===== src/tbo_pkg.sv =====
`timescale 1ns / 1ps
// ----------------------------------------------------------------------------
// Transformed box overlap package
// Widths, number formats and item types shared by the overlap pipeline.
// ----------------------------------------------------------------------------
package tbo_pkg;

   localparam int AXES           = 3;
   localparam int COORD_BITS     = 16;
   localparam int COEF_FRAC_BITS = 14;
   localparam int COEF_BITS      = COEF_FRAC_BITS + 2;
   localparam int VEC_BITS       = AXES * COORD_BITS;
   localparam int FIELD_BITS     = 48;
   localparam int PROD_BITS      = COEF_BITS + COORD_BITS;
   // A sum of three products plus the rounding constant needs two more bits.
   localparam int SUM_BITS       = PROD_BITS + 2;
   localparam int SHIFT_BITS     = SUM_BITS - COEF_FRAC_BITS;
   localparam int TRANS_BITS     = SHIFT_BITS + 1;

   localparam logic [SUM_BITS-1:0] ROUND_HALF = SUM_BITS'(1) << (COEF_FRAC_BITS - 1);

   typedef logic signed [COORD_BITS-1:0] coord_type;
   typedef logic signed [PROD_BITS-1:0]  prod_type;
   typedef logic signed [SUM_BITS-1:0]   sum_type;
   typedef logic [VEC_BITS-1:0]          vec_type;

   typedef struct packed {
      logic [FIELD_BITS-1:0] ref_min;
      logic [FIELD_BITS-1:0] ref_max;
      logic [FIELD_BITS-1:0] moved_min;
      logic [FIELD_BITS-1:0] moved_max;
      logic [FIELD_BITS-1:0] row_x;
      logic [FIELD_BITS-1:0] row_y;
      logic [FIELD_BITS-1:0] row_z;
      logic [FIELD_BITS-1:0] offset;
   } req_type;

   typedef struct packed {
      logic                  hit;
      logic [FIELD_BITS-1:0] overlap_min;
      logic [FIELD_BITS-1:0] overlap_max;
   } rsp_type;

endpackage


===== src/tbo_bound.sv =====
`timescale 1ns / 1ps
// ----------------------------------------------------------------------------
// Transformed box overlap: bounds stages
// Sums the per-term extremes, then rounds, offsets and saturates each bound.
// ----------------------------------------------------------------------------
module tbo_bound (
   input  logic               clock,
   input  logic               en_sum,
   input  logic               en_rnd,
   input  tbo_pkg::prod_type  prod_lo [tbo_pkg::AXES][tbo_pkg::AXES],
   input  tbo_pkg::prod_type  prod_hi [tbo_pkg::AXES][tbo_pkg::AXES],
   input  tbo_pkg::vec_type   ref_min,
   input  tbo_pkg::vec_type   ref_max,
   input  tbo_pkg::vec_type   offset,
   output tbo_pkg::coord_type bmin_ff [tbo_pkg::AXES],
   output tbo_pkg::coord_type bmax_ff [tbo_pkg::AXES],
   output tbo_pkg::vec_type   ref_min_ff,
   output tbo_pkg::vec_type   ref_max_ff
);

   localparam int CB  = tbo_pkg::COORD_BITS;
   localparam int SB  = tbo_pkg::SUM_BITS;
   localparam int SHB = tbo_pkg::SHIFT_BITS;
   localparam int TB  = tbo_pkg::TRANS_BITS;
   localparam int NA  = tbo_pkg::AXES;

   tbo_pkg::sum_type   smin_ff [NA];
   tbo_pkg::sum_type   smax_ff [NA];
   tbo_pkg::sum_type   smin_in [NA];
   tbo_pkg::sum_type   smax_in [NA];
   tbo_pkg::vec_type   ref_min2_ff;
   tbo_pkg::vec_type   ref_max2_ff;
   tbo_pkg::vec_type   offset2_ff;
   tbo_pkg::coord_type bmin_in [NA];
   tbo_pkg::coord_type bmax_in [NA];

   function automatic tbo_pkg::coord_type sat_coord(input logic signed [TB-1:0] t);
      if (&t[TB-1:CB-1] || ~|t[TB-1:CB-1]) begin
         return t[CB-1:0];
      end else if (t[TB-1]) begin
         return {1'b1, {(CB-1){1'b0}}};
      end else begin
         return {1'b0, {(CB-1){1'b1}}};
      end
   endfunction

   // Rounding, flooring and saturation are monotonic, so the bounds of the
   // transformed corners follow from the smallest and largest exact sums.
   always_comb begin
      tbo_pkg::prod_type mn;
      tbo_pkg::prod_type mx;
      for (int a = 0; a < NA; a++) begin
         smin_in[a] = $signed(tbo_pkg::ROUND_HALF);
         smax_in[a] = $signed(tbo_pkg::ROUND_HALF);
         for (int k = 0; k < NA; k++) begin
            if (prod_lo[a][k] < prod_hi[a][k]) begin
               mn = prod_lo[a][k];
               mx = prod_hi[a][k];
            end else begin
               mn = prod_hi[a][k];
               mx = prod_lo[a][k];
            end
            smin_in[a] = smin_in[a] + SB'(mn);
            smax_in[a] = smax_in[a] + SB'(mx);
         end
      end
   end

   always_comb begin
      tbo_pkg::sum_type   shl;
      tbo_pkg::sum_type   shh;
      tbo_pkg::coord_type off_s;
      logic signed [TB-1:0] tl;
      logic signed [TB-1:0] th;
      for (int a = 0; a < NA; a++) begin
         shl   = smin_ff[a] >>> tbo_pkg::COEF_FRAC_BITS;
         shh   = smax_ff[a] >>> tbo_pkg::COEF_FRAC_BITS;
         off_s = $signed(offset2_ff[a*CB +: CB]);
         tl    = TB'($signed(shl[SHB-1:0])) + TB'(off_s);
         th    = TB'($signed(shh[SHB-1:0])) + TB'(off_s);
         bmin_in[a] = sat_coord(tl);
         bmax_in[a] = sat_coord(th);
      end
   end

   always_ff @(posedge clock) begin
      if (en_sum) begin
         smin_ff     <= smin_in;
         smax_ff     <= smax_in;
         ref_min2_ff <= ref_min;
         ref_max2_ff <= ref_max;
         offset2_ff  <= offset;
      end
      if (en_rnd) begin
         bmin_ff    <= bmin_in;
         bmax_ff    <= bmax_in;
         ref_min_ff <= ref_min2_ff;
         ref_max_ff <= ref_max2_ff;
      end
   end

endmodule


===== config.mk =====
export PLATFORM = sky130hd
export DESIGN_NAME = tbo_bound
export DESIGN_NICKNAME = d
export VERILOG_FILES = /design/src/tbo_pkg.sv /design/src/tbo_bound.sv
export SDC_FILE = /design/constraint.sdc
export NUM_CORES = 2
export LEC_CHECK = 0
export BUFFER_PORTS_ARGS = -buffer_cell sky130_fd_sc_hd__buf_2
export CAP_MARGIN = 5
export CORE_AREA = 10 10 352 354
export CTS_CLUSTER_DIAMETER = 30
export CTS_CLUSTER_SIZE = 24
export DETAILED_ROUTE_END_ITERATION = 7
export DIE_AREA = 0 0 362 364
export PLACE_DENSITY = 0.72
export REMOVE_ABC_BUFFERS = 1
export SYNTH_ARGS = -nofsm -noshare
export SYNTH_HDL_FRONTEND = slang
export SYNTH_SLANG_ARGS = --single-unit

===== constraint.sdc =====
create_clock -name clock -period 11.5 [get_ports clock]
set_clock_uncertainty 0.15 [all_clocks]
set_input_delay 2.3 -clock clock [delete_from_list [all_inputs] [get_ports clock]]
set_output_delay 2.3 -clock clock [all_outputs]
set_load 0.05 [all_outputs]

Word level (Yosys, flattened, before mapping). Cells that the tools add are included. Widths: inputs -> output; s select.

Flip-flop bits (word level): 540. Input port bits: 723. Word-level logic and storage cells: 104.

$add $sub $neg: 24. $lt $le $gt $ge: 9. Muxes and demuxes: 30. Reductions and logical operators: 24.

Operators by type and width (number): $mux 32 (18); $lt 32x32->1 (9); $add 33x32->34 (6); $add 34x32->34 (6); $add 15x32->33 const A (6); $mux 16 (12); $add 20x16->21 (6); $reduce_and 6->1 (6); $reduce_or 6->1 (6); $logic_not 1->1 (6); $logic_or 1x1->1 (6).

Longest topological paths before layout.
Depth after elaboration: 5. Depth in mapped cells: 33. Mapped depth without buffers: 30.

Worst setup path before layout. No wires, ideal clock.

Kind: in2reg. From: in prod_hi[177] in the netlist's numbering. To: reg smax_ff[66] in the netlist's numbering, data pin. Arrival: 8.602 ns. Data required time: 11.092 ns. Path slack: 2.490 ns. Cell stages on the path: 31. Cell sequence: inv_1 > ha_1 > a21o_1 > a21o_1 > a21o_1 > a21o_1 > a21o_1 > a21o_1 > a221oi_1 > o31ai_1 > o21bai_1 > a21o_1 > o31a_1 > clkbuf_1 > clkbuf_1 > mux2_2 > fa_1 > fa_1 > ha_1 > clkbuf_1 > a21o_1 > a21o_1 > a221oi_1 > o21ai_0 > and3b_1 > nor3_2 > o21ai_1 > a221o_1 > a31o_2 > a21oi_1 > xnor2_1.

RTL lines: start, declared (RTL line tbo_bound.sv:11) `input tbo_pkg::prod_type prod_hi [tbo_pkg::AXES][tbo_pkg::AXES],`; end signal, assigned (RTL line tbo_bound.sv:89) `smax_ff <= smax_in;`; end, declared (RTL line tbo_bound.sv:28) `tbo_pkg::sum_type smax_ff [NA];`.

==> results.toml <==
[outcome]
status = "complete, no violations"

[final_layout]
fin_cells = 7655
fill_cells = 10730
synthToLayoutAreaGrowth_pct = 18.44
layout-drive-gt1-share_pct = 24.15
final_util_pct = 51.38
nets = 7688

[sta]
max_slew.worst_pin.slew_ns = 1.039
finalHoldViolCount = 0
relSlewSlack_pct = 30.75
final_max_slew_viol_count = 0
rsz0062_at_grt = "false"
tns_ns = 0
setup_viol = 0
fmax_mhz = 97.67
finalCritPeriodShare_pct = 89.03
layout_min_cycle_time_ns = 10.24

[synth]
yosysSeqAreaShare_pct = 26.95
yosys_warnings = 0
synth_most_common_cell = "ha_1"
synth_edf_count = 456
yosys.area.top_type = "edfxtp_1"
syn_avg_cell_area_um2 = 9.891
synth_top_cells_by_count = "ha_1, edfxtp_1, inv_1"
synth.cell_area_mm2 = 0.05081
synth-seq-cells = 456
synth_ff_type = "edfxtp_1"
synthTopCellsByArea = "edfxtp_1, ha_1, fa_1, mux2_2, a21o_1"
ys_types = 88
synth_top_area_share_pct = 26.95
synthArstFlopShare_pct = 0
netlist_instances = 5137

[clock_tree]
cts_root_buf = "clkbuf_16"
cts.clk_slew.worst_paths_ns = 0.05
cts_made_buffers = 90
post_cts_buffers = 0
ctsResizeCount = 0
worstSkewPairLatency_ns = 0.68
holdBufCountCts = 0
clock_sinks = 456
tritoncts = "built"
clockBufferDepth = 3
htreeDepth = 3

[floorplanning]
dieArea_mm2 = 0.1318
ios = 915
fp.dieH_um = 364
fp.dieW_um = 362
num_rows = 126
initial_core_util_pct = 43.38
core-area_mm2 = 0.1171

[setup_path]
cp.buffers_inverters = 3
required_ns = 11.75
cp_common_cell = "a21o_1"
crit_arrival_ns = 10.49
cpPeakStageDelay_ns = 0.72
critPathSlowestCell = "a221oi_1"
crit_fanout = 32
end_kind = "flip-flop"
cp-start-kind = "primary input"
worst-setup-path-type = "primary input to flip-flop"
critical_path.top_delay_family = "compound AO/OA/AOI/OAI gates"

[global_routing]
track_usage_pct = 26.27
grt_pass1_wl_mm = 269.8
antenna_found_initial = 68
grt_start_max_net_pins = 90
grt_pass1_vias = 45080
overflow = 0

[route]
vias = 45140
viasPerCell = 5.897
first_pass_iters = 6
drt_iter0_drc = 3767
drt-wirelength-per-cell_um = 23.78
ant_nets = 0
drc = 0
finalWirelength_mm = 182.0

[place]
hpwl_mm = 151.9
dp.cells = 7445
portBuffers = 914
place.gp.congestion = 1.011

[pwr]
power_frac_seq_pct = 19.9
power_density_mw_per_mm2 = 241.5
ir_drop_mv = 0.1401
finalPower_mw = 14.53
p_clk_share_pct = 17.8
combPwrFrac_pct = 62.3
switchingPower_mw = 6.680
p_int_mw = 7.854
p_leak_nw = 28.23
switching_share_pct = 45.96

[flow_run]
maxCapViolCount = 0

[hold_path]
min_path_type = "flip-flop to flip-flop"
==> power groups by stage <==
| stage | registers, mW | clock network (mW) | logic (mW) |
|---|---|---|---|
| floorplan | 3.49 | 0 | 5.78 |
| finish | 2.89 | 2.58 | 9.06 |
| global placement | 2.91 | 0 | 8.74 |
| CTS | 2.89 | 2.63 | 8.97 |
| global route | 2.93 | 2.70 | 9.94 |
| detailed placement | 2.91 | 0 | 8.88 |
==> cell families after synthesis <==
kind of cell	share of synthesized area [%]
compound gates	21.67
fa+ha+maj	26.55
simple gates	8.781
buf+inv	4.632
flops	26.95
mux	7.932
xor+xnor	3.482
==> stage by stage <==
step                worst slack, ns  area [um2]  hold WS (ns)
global route                 0.9871       60140        0.2599
finish                        1.261       60180        0.2530
detailed placement           0.8279       57060        0.2545
CTS                           1.442       60060        0.2549
floorplan                    -1.937       50060        0.2503
global placement             0.9157       57060        0.2501
==> placed cells by master, fill, tap and decap left out, types with 24 or more instances in the layout <==
cell type  Yosys  routed
nand3_1       62      62
nand4_1       67      67
nor2_1       192     188
o21bai_1      30      29
buf_4          1      40
clkbuf_16      0      93
and3_1        26      26
nand2_1      257     257
nand2b_1      48      48
a21oi_1      308     306
nor3_1        56      56
a31o_2        27      27
fa_1         192     192
diode_2        0      45
o21a_1        24      24
xor2_1        80      80
xnor2_1      122     122
edfxtp_1     456     456
inv_1        428     428
nor2b_1      116     116
a22oi_1      246     246
a21o_1       274     273
mux2_2       283     283
ha_1         771     769
a211oi_1     118     118
a31oi_1      132     132
mux2i_1       72      71
o21ai_0      270     270
buf_2         12     912
o211a_1       31      31
==> sequential cells by signal, indices dropped and copies added, names as in the netlist <==
| signal | flops |
|---|---|
| ref_min2_ff | 48 |
| bmin_ff | 48 |
| offset2_ff | 48 |
| ref_min_ff | 48 |
| ref_max_ff | 48 |
| smax_ff | 60 |
| smin_ff | 60 |
| bmax_ff | 48 |
| ref_max2_ff | 48 |
==> area by class of cell <==
cell class	count	area, um2	area share, %
antenna	45	112.6	0.1871
tap	1536	1922	3.193
multi-input combinational	4069	34890	57.98
sequential	456	13690	22.75
timing repair buffer	957	4955	8.233
clock inverter	58	621.8	1.033
clock buffer	106	2376	3.948
inverter	428	1607	2.670
==> worst register-to-register path: cells and delay by family (launching register included) <==
family / cells / cell delay [ns]
compound gates: 9 / 3.29
xor+xnor: 1 / 0.12
fa+ha+maj: 2 / 0.42
buf+inv: 1 / 0.07
flops: 1 / 0.42
simple gates: 2 / 0.41
==> routing by layer <==
layer	part of all wire [%]	GRT usage, %
met4	4.3	11.76
met3	7.5	5.231
met2	48	45.32
met1	40	31.50
met5	0.14	0
==> worst paths after layout <==
kind / start / to / slack [ns] / depth (start not counted)
setup / recovery: prod_hi[257] / smax_ff[101] / 1.26 / 29
hold / removal: ref_min2_ff[19] / ref_min_ff[19] / 0.25 / 0
hold reg to reg: ref_min2_ff[19] / ref_min_ff[19] / 0.25 / 0
setup reg to reg: offset2_ff[16] / bmax_ff[21] / 6.30 / 15
(Power assumes the default switching activity.)
